$ cat config.mk
export PLATFORM = sky130hd
export DESIGN_NAME = two_class_priority_queue_top_flat
export DESIGN_NICKNAME = d
export VERILOG_FILES = /design/src/rtl/core/tcpq_pkg.sv /design/src/rtl/core/tcpq_cmd_if.sv /design/src/rtl/core/tcpq_rsp_if.sv /design/src/rtl/core/tcpq_prefix.sv /design/src/rtl/core/tcpq_cell.sv /design/src/rtl/core/two_class_priority_queue_top.sv /design/src/flat_wrapper.sv
export VERILOG_INCLUDE_DIRS = /design/src /design/src/rtl/core
export SDC_FILE = /design/constraint.sdc
export NUM_CORES = 1
export LEC_CHECK = 0
export BUFFER_PORTS_ARGS = -buffer_cell sky130_fd_sc_hd__buf_4
export CAP_MARGIN = 20
export CORE_UTILIZATION = 50
export CTS_CLUSTER_DIAMETER = 40
export DETAILED_ROUTE_END_ITERATION = 8
export PLACE_DENSITY_LB_ADDON = 0.15
export SLEW_MARGIN = 20
export SYNTH_ARGS = -nofsm -noshare
export SYNTH_HDL_FRONTEND = slang
export SYNTH_SLANG_ARGS = --single-unit
export TNS_END_PERCENT = 100
$ cat constraint.sdc
create_clock -name clk -period 6.9 [get_ports clk]
set_clock_uncertainty 0.15 [all_clocks]
set_input_delay 1.035 -clock clk [delete_from_list [all_inputs] [get_ports clk]]
set_output_delay 1.035 -clock clk [all_outputs]
set_load 0.01 [all_outputs]
$ cat src/rtl/core/two_class_priority_queue_top_macros.svh
// assertion macros for the two-class priority queue
`ifndef TWO_CLASS_PRIORITY_QUEUE_TOP_MACROS_SVH
`define TWO_CLASS_PRIORITY_QUEUE_TOP_MACROS_SVH

// same-cycle implication, disabled during reset
`define TCPQ_ASSERT_NOW(label, clk, rst_n, ante, cons, msg) \
    label: assert property (@(posedge clk) disable iff (!rst_n) (ante) |-> (cons)) \
        else $error(msg);

// next-cycle implication, disabled during reset
`define TCPQ_ASSERT_NEXT(label, clk, rst_n, ante, cons, msg) \
    label: assert property (@(posedge clk) disable iff (!rst_n) (ante) |=> (cons)) \
        else $error(msg);

`endif

$ cat src/rtl/core/tcpq_pkg.sv
// shared types and constants for the two-class priority queue
package tcpq_pkg;

    localparam int DEPTH_DEF   = 16;
    localparam int ID_BITS_DEF = 16;

    typedef enum logic [1:0] {
        CMD_INSERT   = 2'd0,
        CMD_SERVE    = 2'd1,
        CMD_WITHDRAW = 2'd2,
        CMD_QUERY    = 2'd3
    } cmd_t;

    typedef enum logic [2:0] {
        ST_OK       = 3'd0,
        ST_INVALID  = 3'd1,
        ST_DUP      = 3'd2,
        ST_FULL     = 3'd3,
        ST_EMPTY    = 3'd4,
        ST_NOTFOUND = 3'd5
    } status_t;

    // per-cycle command broadcast to every cell
    typedef struct packed {
        logic ins;
        logic rem;
        logic pref_new;
    } ctrl_t;

endpackage

$ cat src/rtl/core/tcpq_cmd_if.sv
// command channel: valid/ready handshake with command payload
interface tcpq_cmd_if
    import tcpq_pkg::*;
#(
    parameter int ID_BITS = ID_BITS_DEF
);
    logic                      valid;
    logic                      ready;
    logic [1:0]                cmd;
    logic signed [ID_BITS-1:0] id_in;
    logic                      preferred_in;

    modport source (output valid, output cmd, output id_in, output preferred_in,
                    input ready);
    modport sink   (input valid, input cmd, input id_in, input preferred_in,
                    output ready);
endinterface

$ cat src/rtl/core/tcpq_rsp_if.sv
// response channel: valid/ready handshake with result payload
interface tcpq_rsp_if
    import tcpq_pkg::*;
#(
    parameter int ID_BITS = ID_BITS_DEF,
    parameter int DEPTH   = DEPTH_DEF
);
    logic                         valid;
    logic                         ready;
    logic                         ok;
    logic [2:0]                   status;
    logic [ID_BITS-2:0]           id_out;
    logic                         preferred_out;
    logic [$clog2(DEPTH+1)-1:0]   occupancy;

    modport source (output valid, output ok, output status, output id_out,
                    output preferred_out, output occupancy, input ready);
    modport sink   (input valid, input ok, input status, input id_out,
                    input preferred_out, input occupancy, output ready);
endinterface

$ cat src/rtl/core/tcpq_prefix.sv
// log-depth prefix or over the cell match flags
module tcpq_prefix #(
    parameter int N = 16
) (
    input  logic [N-1:0] match,
    output logic [N-1:0] prefix
);
    localparam int STEPS = (N > 1) ? $clog2(N) : 1;

    always_comb
    begin
        prefix = match;
        for (int s = 0; s < STEPS; s++)
        begin
            prefix = prefix | (prefix << (1 << s));
        end
    end
endmodule

$ cat src/rtl/core/tcpq_cell.sv
// one queue slot: holds an id and a priority bit, shifts with its neighbors
module tcpq_cell
    import tcpq_pkg::*;
#(
    parameter int KW = 15
) (
    input  logic          clk,
    input  ctrl_t         ctrl,
    input  logic          valid,
    input  logic [KW-1:0] key,
    input  logic          left_ge,
    input  logic [KW-1:0] left_id,
    input  logic          left_pref,
    input  logic [KW-1:0] right_id,
    input  logic          right_pref,
    input  logic          rem_take,
    output logic [KW-1:0] id,
    output logic          pref,
    output logic          match,
    output logic          ins_ge
);
    logic [KW-1:0] id_reg, id_next;
    logic          pref_reg, pref_next;

    // at or behind the insertion point
    assign ins_ge = ctrl.pref_new ? !(valid && pref_reg) : !valid;
    assign match  = valid && (id_reg == key);
    assign id     = id_reg;
    assign pref   = pref_reg;

    always_comb
    begin
        id_next   = id_reg;
        pref_next = pref_reg;
        if (ctrl.ins)
        begin
            if (ins_ge && !left_ge)
            begin
                id_next   = key;
                pref_next = ctrl.pref_new;
            end
            else if (ins_ge)
            begin
                id_next   = left_id;
                pref_next = left_pref;
            end
        end
        else if (ctrl.rem && rem_take)
        begin
            id_next   = right_id;
            pref_next = right_pref;
        end
    end

    always_ff @(posedge clk)
    begin
        id_reg   <= id_next;
        pref_reg <= pref_next;
    end
endmodule

$ cat src/rtl/core/two_class_priority_queue_top.sv
// channel | dir | payload                                        | transfer
// req     | in  | cmd, id_in, preferred_in                       | valid && ready
// rsp     | out | ok, status, id_out, preferred_out, occupancy   | valid && ready
//
// one command per cycle while req.ready is high; its result is registered and shows the cycle after transfer
// the row of cells compares all ids and shifts in the same cycle as the transfer
// req.ready is high while the result register is empty or being taken
// reset clears the occupancy count and the result valid flag; slot contents need no clearing
`include "two_class_priority_queue_top_macros.svh"
module two_class_priority_queue_top
    import tcpq_pkg::*;
#(
    parameter int DEPTH   = DEPTH_DEF,
    parameter int ID_BITS = ID_BITS_DEF
) (
    input  logic           clk,
    input  logic           rst_n,
    tcpq_cmd_if.sink       req,
    tcpq_rsp_if.source     rsp
);
    localparam int KW    = ID_BITS - 1;
    localparam int CNT_W = $clog2(DEPTH + 1);

    logic [CNT_W-1:0] count_reg, count_next;
    logic             out_valid_reg, out_valid_next;
    status_t          status_reg, status_next;
    logic [KW-1:0]    id_out_reg, id_out_next;
    logic             pref_out_reg, pref_out_next;

    logic [DEPTH-1:0] valid_vec, match_vec, ge_vec, pref_vec, rem_prefix, rem_take;
    logic [KW-1:0]    cell_id [DEPTH];
    logic [KW-1:0]    key;
    logic             neg, found, full, empty, in_xfer, do_ins, do_rem, serve;
    ctrl_t            ctrl;
    cmd_t             cmd;

    assign cmd     = cmd_t'(req.cmd);
    assign key     = req.id_in[KW-1:0];
    assign neg     = req.id_in[ID_BITS-1];
    assign in_xfer = req.valid && req.ready;
    assign found   = (|match_vec) && !neg;
    assign full    = (count_reg == CNT_W'(DEPTH));
    assign empty   = (count_reg == '0);

    assign ctrl.ins      = do_ins;
    assign ctrl.rem      = do_rem;
    assign ctrl.pref_new = req.preferred_in;

    tcpq_prefix #(.N(DEPTH)) u_prefix (
        .match  (match_vec),
        .prefix (rem_prefix)
    );

    // serve drops the head, withdraw drops the matching slot and all behind it shift
    assign rem_take = serve ? {DEPTH{1'b1}} : rem_prefix;

    for (genvar i = 0; i < DEPTH; i++)
    begin : g_cell
        logic          l_ge, l_pref, r_pref;
        logic [KW-1:0] l_id, r_id;

        assign valid_vec[i] = (count_reg > CNT_W'(i));

        if (i == 0)
        begin : g_first
            assign l_ge   = 1'b0;
            assign l_id   = '0;
            assign l_pref = 1'b0;
        end
        else
        begin : g_mid
            assign l_ge   = ge_vec[i-1];
            assign l_id   = cell_id[i-1];
            assign l_pref = pref_vec[i-1];
        end

        if (i == DEPTH - 1)
        begin : g_last
            assign r_id   = '0;
            assign r_pref = 1'b0;
        end
        else
        begin : g_inner
            assign r_id   = cell_id[i+1];
            assign r_pref = pref_vec[i+1];
        end

        tcpq_cell #(.KW(KW)) u_cell (
            .clk        (clk),
            .ctrl       (ctrl),
            .valid      (valid_vec[i]),
            .key        (key),
            .left_ge    (l_ge),
            .left_id    (l_id),
            .left_pref  (l_pref),
            .right_id   (r_id),
            .right_pref (r_pref),
            .rem_take   (rem_take[i]),
            .id         (cell_id[i]),
            .pref       (pref_vec[i]),
            .match      (match_vec[i]),
            .ins_ge     (ge_vec[i])
        );
    end

    always_comb
    begin
        do_ins        = 1'b0;
        do_rem        = 1'b0;
        serve         = 1'b0;
        status_next   = ST_OK;
        id_out_next   = '0;
        pref_out_next = 1'b0;
        case (cmd)
            CMD_INSERT:
            begin
                if (neg)
                    status_next = ST_INVALID;
                else if (found)
                    status_next = ST_DUP;
                else if (full)
                    status_next = ST_FULL;
                else
                    do_ins = in_xfer;
            end
            CMD_SERVE:
            begin
                serve = 1'b1;
                if (empty)
                    status_next = ST_EMPTY;
                else
                begin
                    id_out_next   = cell_id[0];
                    pref_out_next = pref_vec[0];
                    do_rem        = in_xfer;
                end
            end
            CMD_WITHDRAW:
            begin
                if (!found)
                    status_next = ST_NOTFOUND;
                else
                    do_rem = in_xfer;
            end
            CMD_QUERY:
            begin
                if (!found)
                    status_next = ST_NOTFOUND;
                else
                    pref_out_next = |(match_vec & pref_vec);
            end
            default:
            begin
                status_next = ST_OK;
            end
        endcase
    end

    always_comb
    begin
        count_next = count_reg;
        if (do_ins)
            count_next = count_reg + 1'b1;
        else if (do_rem)
            count_next = count_reg - 1'b1;
    end

    always_comb
    begin
        if (in_xfer)
            out_valid_next = 1'b1;
        else if (rsp.ready)
            out_valid_next = 1'b0;
        else
            out_valid_next = out_valid_reg;
    end

    always_ff @(posedge clk or negedge rst_n)
    begin
        if (!rst_n)
        begin
            count_reg     <= '0;
            out_valid_reg <= 1'b0;
        end
        else
        begin
            count_reg     <= count_next;
            out_valid_reg <= out_valid_next;
        end
    end

    always_ff @(posedge clk)
    begin
        if (in_xfer)
        begin
            status_reg   <= status_next;
            id_out_reg   <= id_out_next;
            pref_out_reg <= pref_out_next;
        end
    end

    assign req.ready         = !out_valid_reg || rsp.ready;
    assign rsp.valid         = out_valid_reg;
    assign rsp.ok            = (status_reg == ST_OK);
    assign rsp.status        = status_reg;
    assign rsp.id_out        = id_out_reg;
    assign rsp.preferred_out = pref_out_reg;
    assign rsp.occupancy     = count_reg;

    `TCPQ_ASSERT_NOW(a_ins_not_full, clk, rst_n, do_ins, !valid_vec[DEPTH-1], "insert into full queue")
    `TCPQ_ASSERT_NOW(a_rem_not_empty, clk, rst_n, do_rem, valid_vec[0], "removal from empty queue")
    `TCPQ_ASSERT_NEXT(a_ins_count, clk, rst_n, do_ins, count_reg == $past(count_reg) + 1'b1, "insert count step")
    `TCPQ_ASSERT_NOW(a_occ_match, clk, rst_n, rsp.valid, rsp.occupancy == count_reg, "occupancy out of step")
endmodule

$ cat src/flat_wrapper.sv
// flat-port wrapper written by rule: the top's interface ports become plain ports
module two_class_priority_queue_top_flat import tcpq_pkg::*;
#(
    parameter int DEPTH   = DEPTH_DEF,
    parameter int ID_BITS = ID_BITS_DEF
)
  (clk, rst_n, req_valid, req_cmd, req_id_in, req_preferred_in, req_ready, rsp_valid, rsp_ok, rsp_status, rsp_id_out, rsp_preferred_out, rsp_occupancy, rsp_ready);
  tcpq_cmd_if #(.ID_BITS(ID_BITS)) req_i ();
  tcpq_rsp_if #(.ID_BITS(ID_BITS), .DEPTH(DEPTH)) rsp_i ();
  input  logic clk;
  input  logic rst_n;
  input wire logic [$bits(req_i.valid)-1:0] req_valid;
  input wire logic [$bits(req_i.cmd)-1:0] req_cmd;
  input wire logic [$bits(req_i.id_in)-1:0] req_id_in;
  input wire logic [$bits(req_i.preferred_in)-1:0] req_preferred_in;
  output wire logic [$bits(req_i.ready)-1:0] req_ready;
  output wire logic [$bits(rsp_i.valid)-1:0] rsp_valid;
  output wire logic [$bits(rsp_i.ok)-1:0] rsp_ok;
  output wire logic [$bits(rsp_i.status)-1:0] rsp_status;
  output wire logic [$bits(rsp_i.id_out)-1:0] rsp_id_out;
  output wire logic [$bits(rsp_i.preferred_out)-1:0] rsp_preferred_out;
  output wire logic [$bits(rsp_i.occupancy)-1:0] rsp_occupancy;
  input wire logic [$bits(rsp_i.ready)-1:0] rsp_ready;
  assign req_i.valid = req_valid;
  assign req_i.cmd = req_cmd;
  assign req_i.id_in = req_id_in;
  assign req_i.preferred_in = req_preferred_in;
  assign req_ready = req_i.ready;
  assign rsp_valid = rsp_i.valid;
  assign rsp_ok = rsp_i.ok;
  assign rsp_status = rsp_i.status;
  assign rsp_id_out = rsp_i.id_out;
  assign rsp_preferred_out = rsp_i.preferred_out;
  assign rsp_occupancy = rsp_i.occupancy;
  assign rsp_i.ready = rsp_ready;
  two_class_priority_queue_top #(.DEPTH(DEPTH), .ID_BITS(ID_BITS)) u_core (.clk(clk), .rst_n(rst_n), .req(req_i), .rsp(rsp_i));
endmodule
==> impl_metrics.toml <==
[sta]
slew_viol_final = 0
tns_ns = 0
fin_crit_sh_pct = 70.79
layout_setup_ws_ns = 2.015
hold_ws_ns = 0.1167
rsz0062_at_grt = "false"
fin_crit_ns = 4.885
worstMarginPinSlew_ns = 1.196
hold_viol = 0
setup_viol = 0
max_freq_ghz = 0.2047
relSlewSlack_pct = 19.55

[logic_synthesis]
ys.flop_type = "edfxtp_1"
synth.avg_cell_area_um2 = 10.35
synth.distinct_cells = 74
syn_area_um2 = 18310
async_flop_share_pct = 2.135
postSynthCellCount = 1769
synth_nets = 1802
synth_edf_count = 275
yosys_warnings = 0
ys_seq_area_share_pct = 45.92
ys_ff_latch = 281

[run]
drv_cap = 0

[floorplan]
start_util_pct = 51.11
pin_count = 50
num_rows = 69
dieArea_um2 = 37390
core_um2 = 35830
fp.dieH_um = 193.4
dieWidth_um = 193.4

[cells_and_area]
largest_register_ffs = 240
fin_nets = 1789
fin_cells = 2256
final_common_cell = "nand2_1"
antenna_cells = 0
final_cell_mix = "nand2_1, edfxtp_1, mux2i_1"
drive_above_1_share_pct = 10.70
area_growth_pct = 9.881

[worst_setup_path]
r2r_slack_ns = 2.02
cp_slowest_cell = "nor4_1"
crit_arrival_ns = 5.04
r2r_start = "u_core.rsp.occupancy[2]$_DFFE_PN0P_"
criticalPathCategory = "reg -> reg"
end_kind = "flip-flop"
ff2ff_path_depth = 10
crit_fanout = 94
cpPeakStageDelay_ns = 0.94
cp_common_cell = "o21ai_1"
rr_endpoint = "u_core.g_cell[13].u_cell.pref$_DFFE_PP_"
crit_chain = "nand3_1 > o21ai_1 > nand4_1 > nor4_1 > nor4_2 > and3b_4 > nand2_8 > buf_4 > a311o_1 > o21ai_1"
cp.required_ns = 7.06
startpoint_type = "flip-flop"

[cts]
cts-root-buf = "clkbuf_16"
cts_tree = "done"
clock_path_buffers = 3
numCtsBuffers = 49
cts_resized = 0
h-tree-depth = 2
cts.sinks = 281
clock_latency_ns = 0.58
cts.clk_slew.worst_paths_ns = 0.05
post_cts_buffers = 0
postCtsHoldBufs = 0

[route]
wl_per_cell_um = 22.88
drtAntennaViolNets = 0
dr.pass1.iters = 8
drt_iter0_markers = 1535
drc = 6
num_vias = 13440
viasPerCell = 5.958
wl_um = 51630

[grt]
grt_pass1_wl_um = 80030
grt_pass1_vias = 13020
antenna_found_initial = 0
grt_max_degree = 157
grt_overflow_total = 0
grt_usage_pct = 27.67

[power_and_ir_drop]
powerDensity_nw_per_um2 = 280.0
p_leak_uw = 0.007891
ir_worst_vdd_uv = 173.6

[placement]
place_congestion = 0.9249
dp_slack_ns = 1.600
place.detailed.hpwl_um = 35980
dp.cells = 2166
port_buffers = 49

[status]
failed_checks = "DRC"
status = "complete, but fails checks"

[hold_path]
hold_class = "in -> async"
[cell families after synthesis]
| logic type | count (synthesis) | share of synthesized area (%) |
|---|---|---|
| muxes | 225 | 12.30 |
| xor gates and xnor gates | 243 | 11.66 |
| adders and majority gates | 10 | 0.6833 |
| buffers and inverters | 171 | 6.075 |
| and+or+nand+nor | 520 | 13.51 |
| DFF | 281 | 45.92 |
| AOI/OAI and AO/OA | 319 | 9.847 |
[synthesized netlist by cell type, types with 6 or more instances]
master | count | area (µm²)
xor2_1 | 185 | 1620
nor3_1 | 19 | 95.09
buf_2 | 16 | 80.08
buf_12 | 6 | 120.1
nor4_1 | 46 | 287.8
o21ai_1 | 62 | 310.3
nand2_1 | 299 | 1122
a21oi_1 | 12 | 60.06
nor4_2 | 9 | 112.6
buf_6 | 22 | 247.7
dfrtp_1 | 6 | 150.1
ha_1 | 10 | 125.1
nand3_1 | 29 | 145.1
inv_1 | 21 | 78.83
clkbuf_1 | 56 | 210.2
mux2i_1 | 225 | 2252
and2_1 | 16 | 100.1
xnor2_1 | 57 | 499.2
nand4_1 | 15 | 93.84
buf_4 | 43 | 322.8
a22oi_1 | 10 | 75.07
o31ai_1 | 7 | 52.55
edfxtp_1 | 275 | 8258
o21ai_0 | 181 | 905.9
nor2_1 | 45 | 168.9
o22ai_1 | 8 | 50.05
[metal layers]
metal	part of all wire [%]	track usage, %	vias to the layer above
met5	0	0	-
met4	2.5	9.689	0
met3	7.6	4.132	83
met2	41	38.37	610
met1	49	43.35	6441
li1	-	-	6307
[worst max-delay path, delay by kind of cell, from the launching register on]
kind | cells | cell delay, ns
AO/OA/AOI/OAI | 3 | 0.71
buffers and inverters | 1 | 0.72
flip-flops | 1 | 0.69
AND/OR/NAND/NOR | 6 | 2.27
[final cells by class]
type	instances	area [µm²]
flip-flops and latches	281	8408
inverters	23	86.33
clock inverters	32	269.0
multi-input cells	1317	8821
repair buffers	84	655.6
well taps	461	576.8
fillers	3130	15710
clock buffers	58	1303
[power by group]
group | switching (µW) | total (µW) | leakage (µW) | internal, µW
Combinational | 753 | 1250 | 0.00456 | 500
Sequential | 108 | 2050 | 0.00257 | 1940
Clock | 865 | 2330 | 0.000762 | 1460
Total | 1730 | 5630 | 0.00789 | 3910
[worst max-delay path by stage]
stage / start / endpoint / slack [ns] / cells after the start
6_report: u_core.rsp.occupancy[2]$_DFFE_PN0P_ / u_core.g_cell[13].u_cell.pref$_DFFE_PP_ / 2.02 / 10
5_1_grt: u_core.rsp.occupancy[2]$_DFFE_PN0P_ / u_core.g_cell[13].u_cell.id[11]$_DFFE_PP_ / 1.74 / 9
3_3_place_gp: req_id_in[10] / u_core.g_cell[2].u_cell.id[12]$_DFFE_PP_ / 1.59 / 12
3_5_place_dp: req_id_in[2] / u_core.g_cell[2].u_cell.id[2]$_DFFE_PP_ / 1.60 / 13
4_1_cts: u_core.rsp.occupancy[1]$_DFFE_PN0P_ / u_core.g_cell[2].u_cell.id[8]$_DFFE_PP_ / 2.11 / 13
2_1_floorplan: rsp_ready / u_core.g_cell[0].u_cell.id[0]$_DFFE_PP_ / 2.24 / 8
[metrics by stage]
stage | util, % | area [µm²] | power (µW)
global placement | 51.73 | 18540 | 3310
CTS | 56.14 | 20110 | 5660
global route | 56.16 | 20120 | 5839
floorplan | - | 18310 | 3025
detailed placement | 51.75 | 18540 | 3319
finish | 56.16 | 20120 | 5634
Note: power is estimated with default switching activity, not from simulation.
